## config.mk

```make
export PLATFORM = sky130hd
export DESIGN_NAME = rgb_led_serial_transmitter
export DESIGN_NICKNAME = d
export VERILOG_FILES = /design/src/hdl/rgbled_pkg.sv /design/src/hdl/rgbled_front.sv /design/src/hdl/rgbled_queue.sv /design/src/hdl/rgbled_back.sv /design/src/hdl/rgb_led_serial_transmitter.sv
export VERILOG_INCLUDE_DIRS = /design/src /design/src/hdl
export SDC_FILE = /design/constraint.sdc
export NUM_CORES = 2
export LEC_CHECK = 0
export ABC_AREA = 1
export BUFFER_PORTS_ARGS = -buffer_cell sky130_fd_sc_hd__buf_2
export CORE_MARGIN = 1
export CORE_UTILIZATION = 46
export DETAILED_ROUTE_END_ITERATION = 10
export SLEW_MARGIN = 10
export SYNTH_ARGS = -nofsm -noshare
export SYNTH_HDL_FRONTEND = slang
export SYNTH_SLANG_ARGS = --single-unit
```

## constraint.sdc

```tcl
create_clock -name clk -period 6.2 [get_ports clk]
set_input_delay 0.62 -clock clk [delete_from_list [all_inputs] [get_ports clk]]
set_output_delay 0.62 -clock clk [all_outputs]
set_load 0.1 [all_outputs]
```

## src/hdl/rgb_led_serial_transmitter_macros.svh

```systemverilog
// ----------------------------------------------------------------------------
// rgb_led_serial_transmitter_macros.svh
// Assertion macros shared by the LED transmitter RTL.
// ----------------------------------------------------------------------------
`ifndef RGB_LED_SERIAL_TRANSMITTER_MACROS_SVH
`define RGB_LED_SERIAL_TRANSMITTER_MACROS_SVH

// Condition must hold on every clock outside reset.
`define RGBLED_ASSERT_ALWAYS(label, cond, msg) \
  label: assert property (@(posedge clk) disable iff (rst) (cond)) else $error(msg);

// Antecedent in one cycle implies consequent in the next.
`define RGBLED_ASSERT_NEXT(label, ante, cons, msg) \
  label: assert property (@(posedge clk) disable iff (rst) (ante) |=> (cons)) else $error(msg);

`endif

```

## src/hdl/rgbled_pkg.sv

```systemverilog
// ----------------------------------------------------------------------------
// rgbled_pkg
// Shared types and constants of the serial RGB LED transmitter.
// ----------------------------------------------------------------------------
package rgbled_pkg;

  localparam int TICK_BITS_DEFAULT   = 10;
  localparam int QUEUE_DEPTH_DEFAULT = 2;

  localparam int CHAN_W     = 8;
  localparam int WORD_W     = 24;
  localparam int GAIN_W     = 16;
  localparam int SUM_W      = 10;
  localparam int HIGH_W     = 10;
  localparam int LOW_W      = 16;
  localparam int CFG_IDX_W  = 3;
  localparam int CFG_DATA_W = 16;

  // register indexes of the configuration port
  localparam logic [CFG_IDX_W-1:0] REG_NORMALIZE = 3'd0;
  localparam logic [CFG_IDX_W-1:0] REG_GAIN      = 3'd1;
  localparam logic [CFG_IDX_W-1:0] REG_ONE_HIGH  = 3'd2;
  localparam logic [CFG_IDX_W-1:0] REG_ONE_LOW   = 3'd3;
  localparam logic [CFG_IDX_W-1:0] REG_ZERO_HIGH = 3'd4;
  localparam logic [CFG_IDX_W-1:0] REG_ZERO_LOW  = 3'd5;
  localparam logic [CFG_IDX_W-1:0] REG_LATCH_GAP = 3'd6;

  // one classified pixel: GRB word plus latch-gap request
  typedef struct packed {
    logic [WORD_W-1:0] word;
    logic              gap;
  } entry_t;

endpackage

```

## src/hdl/rgbled_front.sv

```systemverilog
// ----------------------------------------------------------------------------
// rgbled_front
// Accepts pixels, applies gain and optional normalization, and pushes the
// resulting GRB word with its gap flag into the pixel queue.
// ----------------------------------------------------------------------------
module rgbled_front
  import rgbled_pkg::*;
(
  input  logic              clk,
  input  logic              rst,
  input  logic              push,
  output logic              full,
  input  logic [CHAN_W-1:0] red,
  input  logic [CHAN_W-1:0] green,
  input  logic [CHAN_W-1:0] blue,
  input  logic              end_of_frame,
  input  logic              latch_request,
  input  logic              normalize_enable,
  input  logic [GAIN_W-1:0] global_gain,
  output logic              q_push,
  output entry_t            q_entry,
  input  logic              q_full
);

  typedef enum logic [4:0] {
    S_IDLE  = 5'b00001,
    S_SCALE = 5'b00010,
    S_SETUP = 5'b00100,
    S_DIV   = 5'b01000,
    S_PUSH  = 5'b10000
  } state_t;

  state_t state, state_next;

  // input holding stage
  logic                          hold_valid;
  logic [2:0][CHAN_W-1:0]        hold_ch;    // 0 green, 1 red, 2 blue
  logic                          hold_gap;
  logic                          accept, take;

  // working registers
  logic [2:0][CHAN_W+GAIN_W-1:0] prod;
  logic [2:0][WORD_W-1:0]        num;
  logic [2:0][SUM_W-1:0]         rem;
  logic [2:0][CHAN_W-1:0]        dbits;
  logic [2:0][CHAN_W-1:0]        val;
  logic [2:0]                    satf;
  logic [SUM_W-1:0]              sum;
  logic                          gap;
  logic [2:0]                    step;

  assign take   = hold_valid && (state == S_IDLE);
  assign full   = hold_valid && !take;
  assign accept = push && !full;

  // holding register
  always_ff @(posedge clk) begin
    if (rst) begin
      hold_valid <= 1'b0;
    end else if (accept) begin
      hold_valid <= 1'b1;
    end else if (take) begin
      hold_valid <= 1'b0;
    end
  end

  always_ff @(posedge clk) begin
    if (accept) begin
      hold_ch[0] <= green;
      hold_ch[1] <= red;
      hold_ch[2] <= blue;
      hold_gap   <= end_of_frame && latch_request;
    end
  end

  // sequencer
  always_comb begin
    state_next = state;
    unique case (state)
      S_IDLE:  if (hold_valid) state_next = S_SCALE;
      S_SCALE: state_next = normalize_enable ? S_SETUP : S_PUSH;
      S_SETUP: state_next = S_DIV;
      S_DIV:   if (step == 3'd7) state_next = S_PUSH;
      S_PUSH:  if (!q_full) state_next = S_IDLE;
      default: state_next = S_IDLE;
    endcase
  end

  always_ff @(posedge clk) begin
    if (rst) begin
      state <= S_IDLE;
    end else begin
      state <= state_next;
    end
  end

  // datapath
  always_ff @(posedge clk) begin
    logic [31:0]   n32;
    logic [SUM_W:0] rsh;
    case (state)
      S_IDLE: begin
        for (int c = 0; c < 3; c++) begin
          prod[c] <= (CHAN_W+GAIN_W)'(hold_ch[c]) * (CHAN_W+GAIN_W)'(global_gain);
        end
        sum  <= SUM_W'(hold_ch[0]) + SUM_W'(hold_ch[1]) + SUM_W'(hold_ch[2]);
        gap  <= hold_gap;
        step <= 3'd0;
      end
      S_SCALE: begin
        for (int c = 0; c < 3; c++) begin
          // x*255 = (x << 8) - x, then drop the 8 fraction bits of the gain
          n32    = {prod[c], 8'h00} - {8'h00, prod[c]};
          num[c] <= n32[31:8];
          satf[c] <= 1'b0;
          val[c]  <= (prod[c][23:16] != 8'h00) ? 8'hFF : prod[c][15:8];
        end
      end
      S_SETUP: begin
        for (int c = 0; c < 3; c++) begin
          satf[c]  <= num[c] >= WORD_W'({sum, 8'h00});
          rem[c]   <= num[c][17:8];
          dbits[c] <= num[c][7:0];
          val[c]   <= 8'h00;
        end
      end
      S_DIV: begin
        // one restoring-division step per channel
        for (int c = 0; c < 3; c++) begin
          rsh = {rem[c], dbits[c][7]};
          if (rsh >= {1'b0, sum}) begin
            rem[c] <= SUM_W'(rsh - {1'b0, sum});
            val[c] <= {val[c][6:0], 1'b1};
          end else begin
            rem[c] <= rsh[SUM_W-1:0];
            val[c] <= {val[c][6:0], 1'b0};
          end
          dbits[c] <= {dbits[c][6:0], 1'b0};
        end
        step <= step + 3'd1;
      end
      default: begin
      end
    endcase
  end

  // final word: black on zero sum, saturation from the setup compare
  always_comb begin
    logic zero_sum;
    zero_sum = normalize_enable && (sum == '0);
    for (int c = 0; c < 3; c++) begin
      q_entry.word[WORD_W-1-CHAN_W*c -: CHAN_W] =
        zero_sum ? 8'h00 : (satf[c] ? 8'hFF : val[c]);
    end
    q_entry.gap = gap;
  end

  assign q_push = (state == S_PUSH) && !q_full;

endmodule

```

## src/hdl/rgbled_queue.sv

```systemverilog
// ----------------------------------------------------------------------------
// rgbled_queue
// Short FIFO of classified pixels between the front and the pulse sequencer.
// ----------------------------------------------------------------------------
module rgbled_queue
  import rgbled_pkg::*;
#(
  parameter int DEPTH = QUEUE_DEPTH_DEFAULT
) (
  input  logic   clk,
  input  logic   rst,
  input  logic   wr_en,
  input  entry_t wr_data,
  output logic   full,
  input  logic   rd_en,
  output entry_t rd_data,
  output logic   empty
);

  localparam int PTR_W = (DEPTH > 1) ? $clog2(DEPTH) : 1;
  localparam int CNT_W = $clog2(DEPTH + 1);

  entry_t           mem [DEPTH];
  logic [PTR_W-1:0] wr_ptr, rd_ptr;
  logic [CNT_W-1:0] count;

  assign full    = (count == CNT_W'(DEPTH));
  assign empty   = (count == '0);
  assign rd_data = mem[rd_ptr];

  always_ff @(posedge clk) begin
    if (wr_en) begin
      mem[wr_ptr] <= wr_data;
    end
  end

  // pointers and fill level
  always_ff @(posedge clk) begin
    if (rst) begin
      wr_ptr <= '0;
      rd_ptr <= '0;
      count  <= '0;
    end else begin
      if (wr_en) begin
        wr_ptr <= (wr_ptr == PTR_W'(DEPTH - 1)) ? '0 : wr_ptr + 1'b1;
      end
      if (rd_en) begin
        rd_ptr <= (rd_ptr == PTR_W'(DEPTH - 1)) ? '0 : rd_ptr + 1'b1;
      end
      if (wr_en && !rd_en) begin
        count <= count + 1'b1;
      end else if (rd_en && !wr_en) begin
        count <= count - 1'b1;
      end
    end
  end

endmodule

```

## src/hdl/rgbled_back.sv

```systemverilog
// ----------------------------------------------------------------------------
// rgbled_back
// Pulse sequencer: walks a GRB word MSB first and emits one pulse
// descriptor per bit, plus the latch gap when requested.
// ----------------------------------------------------------------------------
module rgbled_back
  import rgbled_pkg::*;
#(
  parameter int TICK_BITS = TICK_BITS_DEFAULT
) (
  input  logic                 clk,
  input  logic                 rst,
  input  entry_t               q_data,
  input  logic                 q_empty,
  output logic                 q_pop,
  input  logic [TICK_BITS-1:0] one_high_ticks,
  input  logic [TICK_BITS-1:0] one_low_ticks,
  input  logic [TICK_BITS-1:0] zero_high_ticks,
  input  logic [TICK_BITS-1:0] zero_low_ticks,
  input  logic [LOW_W-1:0]     latch_gap_ticks,
  output logic                 empty,
  input  logic                 pop,
  output logic                 bit_value,
  output logic [HIGH_W-1:0]    high_time,
  output logic [LOW_W-1:0]     low_time,
  output logic                 is_gap,
  output logic                 last_pulse
);

  localparam int EXT_W = TICK_BITS + LOW_W;

  // pixel being serialized
  logic              cur_valid;
  logic [WORD_W-1:0] cur_word;
  logic              cur_gap;
  logic [4:0]        cur_idx;
  logic              cur_is_gap, cur_last;
  logic              out_valid, out_load;
  logic [EXT_W-1:0]  hi_ext, lo_ext;

  assign cur_is_gap = (cur_idx == 5'd24);
  assign cur_last   = cur_is_gap || (!cur_gap && cur_idx == 5'd23);
  assign out_load   = cur_valid && (!out_valid || pop);
  assign q_pop      = !q_empty && (!cur_valid || (out_load && cur_last));
  assign empty      = !out_valid;

  assign hi_ext = cur_word[WORD_W-1] ? EXT_W'(one_high_ticks) : EXT_W'(zero_high_ticks);
  assign lo_ext = cur_word[WORD_W-1] ? EXT_W'(one_low_ticks)  : EXT_W'(zero_low_ticks);

  always_ff @(posedge clk) begin
    if (rst) begin
      cur_valid <= 1'b0;
    end else if (q_pop) begin
      cur_valid <= 1'b1;
    end else if (out_load && cur_last) begin
      cur_valid <= 1'b0;
    end
  end

  // bit walker
  always_ff @(posedge clk) begin
    if (q_pop) begin
      cur_word <= q_data.word;
      cur_gap  <= q_data.gap;
      cur_idx  <= 5'd0;
    end else if (out_load) begin
      cur_word <= {cur_word[WORD_W-2:0], 1'b0};
      cur_idx  <= cur_idx + 5'd1;
    end
  end

  // output register
  always_ff @(posedge clk) begin
    if (rst) begin
      out_valid <= 1'b0;
    end else if (out_load) begin
      out_valid <= 1'b1;
    end else if (pop) begin
      out_valid <= 1'b0;
    end
  end

  always_ff @(posedge clk) begin
    if (out_load) begin
      is_gap     <= cur_is_gap;
      last_pulse <= cur_last;
      if (cur_is_gap) begin
        bit_value <= 1'b0;
        high_time <= '0;
        low_time  <= latch_gap_ticks;
      end else begin
        bit_value <= cur_word[WORD_W-1];
        high_time <= hi_ext[HIGH_W-1:0];
        low_time  <= lo_ext[LOW_W-1:0];
      end
    end
  end

endmodule

```

## src/hdl/rgb_led_serial_transmitter.sv

```systemverilog
// ----------------------------------------------------------------------------
// rgb_led_serial_transmitter
// Turns RGB pixels into single-wire LED pulse descriptors, GRB order,
// MSB first, with an optional latch gap after the last pixel of a frame.
//
//   Channel  Direction  Handshake                Beat
//   pixel    in         push / full              red, green, blue, end_of_frame,
//                                                latch_request
//   pulse    out        pop / empty              bit_value, high_time, low_time,
//                                                is_gap, last_pulse
//   config   in         cfg_valid / cfg_ready    cfg_index, cfg_data
//
// A pixel passes through the scaling front (scale, then push; with normalization
// on, a setup step and the 8-step restoring divider come between), then waits
// in the queue. The sequencer gives one pulse per cycle while it has a pixel
// and the sink pops: 24 beats per pixel, 25 with a gap. Either side may stall;
// the queue and output register keep them apart. Synchronous reset restores
// register defaults; no clearing pass is needed.
// ----------------------------------------------------------------------------
`include "rgb_led_serial_transmitter_macros.svh"

module rgb_led_serial_transmitter
  import rgbled_pkg::*;
#(
  parameter int TICK_BITS   = TICK_BITS_DEFAULT,
  parameter int QUEUE_DEPTH = QUEUE_DEPTH_DEFAULT
) (
  input  logic                  clk,
  input  logic                  rst,
  input  logic                  push,
  output logic                  full,
  input  logic [CHAN_W-1:0]     red,
  input  logic [CHAN_W-1:0]     green,
  input  logic [CHAN_W-1:0]     blue,
  input  logic                  end_of_frame,
  input  logic                  latch_request,
  output logic                  empty,
  input  logic                  pop,
  output logic                  bit_value,
  output logic [HIGH_W-1:0]     high_time,
  output logic [LOW_W-1:0]      low_time,
  output logic                  is_gap,
  output logic                  last_pulse,
  input  logic                  cfg_valid,
  output logic                  cfg_ready,
  input  logic [CFG_IDX_W-1:0]  cfg_index,
  input  logic [CFG_DATA_W-1:0] cfg_data
);

  // configuration registers
  logic                 normalize_enable;
  logic [GAIN_W-1:0]    global_gain;
  logic [TICK_BITS-1:0] one_high_ticks;
  logic [TICK_BITS-1:0] one_low_ticks;
  logic [TICK_BITS-1:0] zero_high_ticks;
  logic [TICK_BITS-1:0] zero_low_ticks;
  logic [LOW_W-1:0]     latch_gap_ticks;

  logic   q_push, q_full, q_pop, q_empty;
  entry_t q_wdata, q_rdata;

  assign cfg_ready = 1'b1;

  // register writes
  always_ff @(posedge clk) begin
    if (rst) begin
      normalize_enable <= 1'b0;
      global_gain      <= GAIN_W'(256);
      one_high_ticks   <= TICK_BITS'(80);
      one_low_ticks    <= TICK_BITS'(30);
      zero_high_ticks  <= TICK_BITS'(30);
      zero_low_ticks   <= TICK_BITS'(80);
      latch_gap_ticks  <= LOW_W'(5000);
    end else if (cfg_valid && cfg_ready) begin
      unique case (cfg_index)
        REG_NORMALIZE: normalize_enable <= cfg_data[0];
        REG_GAIN:      global_gain      <= cfg_data[GAIN_W-1:0];
        REG_ONE_HIGH:  one_high_ticks   <= cfg_data[TICK_BITS-1:0];
        REG_ONE_LOW:   one_low_ticks    <= cfg_data[TICK_BITS-1:0];
        REG_ZERO_HIGH: zero_high_ticks  <= cfg_data[TICK_BITS-1:0];
        REG_ZERO_LOW:  zero_low_ticks   <= cfg_data[TICK_BITS-1:0];
        REG_LATCH_GAP: latch_gap_ticks  <= cfg_data[LOW_W-1:0];
        default: begin
        end
      endcase
    end
  end

  rgbled_front u_front (
    .clk              (clk),
    .rst              (rst),
    .push             (push),
    .full             (full),
    .red              (red),
    .green            (green),
    .blue             (blue),
    .end_of_frame     (end_of_frame),
    .latch_request    (latch_request),
    .normalize_enable (normalize_enable),
    .global_gain      (global_gain),
    .q_push           (q_push),
    .q_entry          (q_wdata),
    .q_full           (q_full)
  );

  rgbled_queue #(
    .DEPTH (QUEUE_DEPTH)
  ) u_queue (
    .clk     (clk),
    .rst     (rst),
    .wr_en   (q_push),
    .wr_data (q_wdata),
    .full    (q_full),
    .rd_en   (q_pop),
    .rd_data (q_rdata),
    .empty   (q_empty)
  );

  rgbled_back #(
    .TICK_BITS (TICK_BITS)
  ) u_back (
    .clk             (clk),
    .rst             (rst),
    .q_data          (q_rdata),
    .q_empty         (q_empty),
    .q_pop           (q_pop),
    .one_high_ticks  (one_high_ticks),
    .one_low_ticks   (one_low_ticks),
    .zero_high_ticks (zero_high_ticks),
    .zero_low_ticks  (zero_low_ticks),
    .latch_gap_ticks (latch_gap_ticks),
    .empty           (empty),
    .pop             (pop),
    .bit_value       (bit_value),
    .high_time       (high_time),
    .low_time        (low_time),
    .is_gap          (is_gap),
    .last_pulse      (last_pulse)
  );

  // checks
  `RGBLED_ASSERT_ALWAYS(a_gap_shape, empty || !is_gap || (last_pulse && !bit_value && high_time == '0), "gap beat must be last, low, zero high time")
  `RGBLED_ASSERT_ALWAYS(a_no_push_when_full, !(q_push && q_full), "front pushed into a full queue")
  `RGBLED_ASSERT_NEXT(a_queue_fill, q_push && !q_pop, !q_empty, "queue empty after a push")

endmodule

```

### Word level (Yosys, flattened, before mapping)

Memory sizes are Yosys's and may differ from the RTL's. A register that Yosys moved wholly into a read port is not among the register bits.
Cells that the tools add are included.
W data, S select, Z words.

* word-level logic and storage cells: 178
* input bits: 50
* memory bits (writable): 50
* memories: 1
* output and inout bits: 32
* flip-flop bits (word level): 408

Memory list
* u_queue.mem: words 2, bits a word 25, rd ports 1, clocked after memory_dff 1, wr ports 1, RTL line rgbled_queue.sv:23 `entry_t mem [DEPTH];`

* mux-type cells: 44
* magnitude comparators: 6
* multipliers: 3
* eq/ne operators: 18
* add/sub/neg operators: 14
* reduce and logical (&&, ||, !) cells: 47

Operator list (count)
* $sub A32 B24 Y32: 3
* $ge A24 B18 Y1: 3
* $mul A8 B16 Y24: 3
* $mux W8: 9
* $pmux W24 S3: 1
* $pmux W30 S2: 1
* $mux W10: 5
* $mux W24: 2
* $pmux W24 S2: 1
* $ge A11 B10 Y1: 3
* $sub A10 B10 Y10: 3
* $pmux W5 S5: 1
* $reduce_bool A8 Y1: 3
* $mux W5: 4
* $mux W16: 1
* $reduce_bool A2 Y1: 8
* $eq A5 B5 Y1 const B: 3
* $mux W1: 15
* $reduce_and A2 Y1: 7
* $eq A3 B3 Y1 const B: 4
* $logic_and A1 B1 Y1: 12
* $pmux W3 S2: 2
* $add A10 B8 Y10: 1
* $logic_not A10 Y1: 1
* 22 further kinds: 36

### Logic depth before layout (Yosys ltp)

* depth in word-level cells: 9
* mapped depth: 23

### Hierarchy

Synthesis repeated with hierarchy kept, for this count alone.

* cell total of the unflattened synthesis: 4941
* area total of the unflattened synthesis: 38588.3 sq um

By module, submodules not included
* rgbled_front: area each 30734.5 sq um, cells an instance 4141, times used 1
* rgb_led_serial_transmitter: area each 2907.8 sq um, cells an instance 412, times used 1
* rgbled_back: area each 2810.2 sq um, cells an instance 277, times used 1
* rgbled_queue: area each 2135.8 sq um, cells an instance 111, times used 1

### Worst setup path before layout

OpenSTA, ideal clock, no wires.

* path type: flip-flop to flip-flop
* start: reg u_front.state[3]
* end: reg u_front.hold_ch[0] (netlist bit), enable pin
* period minus slack after synthesis: 5254 ps
* library setup time: 407 ps
* path slack: 946 ps
* arrival time: 4847 ps
* cell stages (with the launch flop): 6
* buffers on the path: 0
* cell sequence: dfxtp_1 > nor2_1 > nand4_1 > inv_1 > nor2_1 > nor2_1

* word-level cells in the longest chain between the ends: 6

Ends and longest elaborated chain
* start: declaration: RTL line rgbled_front.sv:33 `state_t state, state_next;`
* start signal: assignment: RTL line rgbled_front.sv:93 `state <= state_next;`
* $eq A5 B1 Y1: RTL line rgbled_front.sv:52 `assign take = hold_valid && (state == S_IDLE);`
* $logic_and A1 B1 Y1: RTL line rgbled_front.sv:52
* $logic_not A1 Y1: RTL line rgbled_front.sv:53 `assign full = hold_valid && !take;`
* $logic_and A1 B1 Y1: RTL line rgbled_front.sv:53
* net full: RTL line rgb_led_serial_transmitter.sv:31 `output logic full,`
* $logic_not A1 Y1: RTL line rgbled_front.sv:54 `assign accept = push && !full;`
* $logic_and A1 B1 Y1: RTL line rgbled_front.sv:54
* net u_front.accept: RTL line rgbled_front.sv:39 `logic accept, take;`
* end: declaration: RTL line rgbled_front.sv:37 `logic [2:0][CHAN_W-1:0] hold_ch;`

The timed path passes the listed nets, and every way through them passes these cells.
A chain may end at the register's enable or synchronous reset.

### Worst setup path in the final report

* start: reg u_front.hold_ch[21] (netlist bit)
* end: reg u_front.prod[67] (netlist bit), data pin

* word-level cells in the longest chain between the ends: 1

Ends and longest elaborated chain
* $mul A8 B16 Y24: RTL line rgbled_front.sv:104 `prod[c] <= (CHAN_W+GAIN_W)'(hold_ch[c]) * (CHAN_W+GAIN_W)'(global_gain);`
* end signal: indexed assignment: RTL line rgbled_front.sv:104
* end: declaration: RTL line rgbled_front.sv:42 `logic [2:0][CHAN_W+GAIN_W-1:0] prod;`

Every way passes these cells.

==> qor.yml <==
worst_setup_path:
  path_cells: "nand2_1, inv_1, fa_1, fa_1, fa_1, inv_1, fa_1, inv_1, ha_1, a21oi_1, o21ai_0, a21oi_1, nand2_1, xor2_1"
  r2r-start: "u_front.hold_ch[21]"
  end_kind: "flip-flop"
  crit_path_top_delay_cell: "edfxtp_1"
  cp_data_required_time_ps: 6570
  max_stage_delay_ps: 930
  crit_path_frequent_cell: "fa_1"
  r2r_slack_ps: 1350
  r2r-end: "u_front.prod[67]"
  reg2regPathDepth: 14
  worstPathMaxFanout: 17
  critPathKind: "flip-flop to flip-flop"
  cp_data_arrival_time_ps: 5210
  startpoint_type: "flip-flop"
global_route:
  gr-total-overflow: 0
  grt.total_usage_pct: 23.6
  antenna_found_initial: 1
  grt_pass1_wl_um: 160000
  grt_max_degree: 79
  grt_pass1_vias: 29900
die:
  start_util_pct: 46.5
  rows: 105
  dieArea_um2: 84100
  die_h_um: 290
  core_area_um2: 82100
  io_pins: 82
  die_w_um: 290
power_and_ir_drop:
  power.density_nw_per_um2: 314
  power.leakage_nw: 22.4
  irDropWorstVdd_mv: 0.309
timing:
  worst_pin_slew_ps: 1080
  skew_ps: 43.6
  finalSetupTns_ps: 0
  min_period_ps: 4850
  hold_violations: 0
  final_max_slew_viol_count: 0
  whs_ps: 166
  post-route-period-util_pct: 78.2
  rsz0062_at_grt: "false"
  finalSetupViolCount: 0
  fmax_mhz: 206
  slew_headroom_pct: 27.9
clocking:
  numCtsBuffers: 55
  cts_buffer_depth: 3
  cts_tree: "done"
  cts_max_level: 2
  root_buffer: "clkbuf_16"
  clk_pin_slew_ps: 60
  postCtsSetupBuffers: 0
  cts_hold_buf: 0
  cts-resized-gates: 0
  clk_latency_ps: 630
  cts_sinks: 459
outcome:
  outcome: "finished clean"
yosys:
  avgSynthCellArea_um2: 7.69
  synth_commonest_cells: "1433 x nand2_1, 1046 x inv_1, 407 x nor2_1, 368 x edfxtp_1, 261 x ha_1"
  syn-num-nets: 5534
  ys_warn_count: 0
  yosys_register_bits: 459
  netlist_instances: 4966
  yosys-top-cells-area: "edfxtp_1 29%, nand2_1 14%, fa_1 13%"
  yosysTopAreaCellShare_pct: 28.9
  synth_cell_types: 45
  yosysSeqAreaShare_pct: 33.7
  synth_edf_count: 368
  synthesis.area_um2: 38200
  synth_largest_area_cell: "edfxtp_1"
  synth_most_common_cell: "nand2_1"
  synth_flop_cell: "edfxtp_1"
  ys_async_sr_fraction_pct: 0
detailed_routing:
  dr.pass1.iters: 5
  wl_per_cell_um: 16.1
  routed_wl_um: 97900
  antenna_left: 0
  via_count: 30800
  first_iter_violations: 2202
  vias_per_cell: 5.04
  drc: 0
placement:
  hpwl_um: 75800
  gp_congestion: 0.935
  io_buffers: 80
worst_hold_path:
  holdPathStages: 1
  min_to: "u_front.hold_ch[13]"
  min_path_type: "input pin to flip-flop"
  worstHoldStart: "red[5]"
layout:
  area_delta_synth_final_pct: 8.69
  drive_gt1_share_pct: 4.71
  fill_cells: 7983
  num_antenna_cells: 0
  final_nets: 5554
run:
  drv_cap: 0
kinds of logic after synthesis:
kind of cell	Yosys count	synth area share [%]
AO/OA/AOI/OAI	460	6.45
XOR/XNOR	98	2.25
adder cells (fa/ha/maj)	518	22.0
buffers and inverters	1214	12.0
flip-flops	459	33.7
other	1	0.00982
AND/OR/NAND/NOR	2216	23.5
state kept, by name, indices dropped and copies added, names as in the netlist, 16 cells and up, named ones only:
signal and count:
u_front.hold_ch 24, u_back.cur_word 24, u_back.low_time 16, u_front.dbits 24
u_queue.mem 50, u_front.val 24, global_gain 16, u_front.prod 72
u_front.rem 30, latch_gap_ticks 16, u_front.num 72
area by class of cell:
type	instances	area, µm²	area share (%)
Inverter	1057	3970	9.57
Clock buffer	74	1520	3.66
Sequential cell	459	12900	31.0
Clock inverter	27	350	0.844
Multi-Input combinational cell	3293	20700	50.0
Tap cell	1070	1340	3.23
Timing Repair Buffer	120	701	1.69
layer usage:
metal | global-route usage, % | vias to the layer above | part of all wire, %
li1 | - | 15400 | -
met1 | 34.3 | 14600 | 49
met2 | 38.3 | 650 | 45
met3 | 2.36 | 96 | 4.5
met4 | 4.72 | 0 | 1.6
met5 | 0 | - | 0
power by group:
part	switching, mW	internal [mW]	total, mW
clock	1.34	1.98	3.32
sequential	0.429	4.00	4.43
combinational	3.68	1.62	5.30
how the worst max path moves through the flow:
stage,startpoint,to,slack (ps),depth (start not counted)
finish,u_front.hold_ch[21],u_front.prod[67],1350,14
CTS,global_gain[7],u_front.prod[40],1360,17
floorplan,u_front.state[3],u_front.hold_ch[0],950,5
global placement,global_gain[2],u_front.prod[13],1380,16
global route,u_front.hold_ch[4],u_front.prod[19],900,16
detailed placement,global_gain[2],u_front.prod[13],1420,16
layout by cell type, fill, tap and decap left out, types with 20 or more instances in the layout:
cell and instances:
nor3_1 47, nand3b_1 21, nand2_1 1433, buf_2 80, dfxtp_1 91, xnor2_1 31
xor2_1 67, nor2_1 404, nand3_1 207, ha_1 261, o21ai_0 192, clkbuf_16 55
buf_4 40, a21o_1 20, inv_1 1042, edfxtp_1 368, a21oi_1 200, nand4_1 70
fa_1 257
critical path: cells and delay by family, from the launching register on:
| family | cells | cell delay (ps) |
|---|---|---|
| flops | 1 | 930 |
| buf+inv | 3 | 190 |
| compound gates | 3 | 710 |
| fa+ha+maj | 5 | 2400 |
| simple gates | 2 | 200 |
| xor+xnor | 1 | 150 |
through the flow:
stage | instances | area [µm²] | utilization (%) | setup WS (ps) | total power [mW]
6_report | 6100 | 41500 | 50.5 | 1350 | 13.0
5_1_grt | 6100 | 41500 | 50.5 | 897 | 14.0
4_1_cts | 6100 | 41500 | 50.5 | 1360 | 13.1
3_5_place_dp | 5999 | 39600 | 48.3 | 1420 | 9.75
3_3_place_gp | 5999 | 39600 | 48.3 | 1380 | 9.72
2_1_floorplan | 4966 | 38200 | - | 946 | 8.29
No activity file was read; power rests on OpenSTA's default activity.
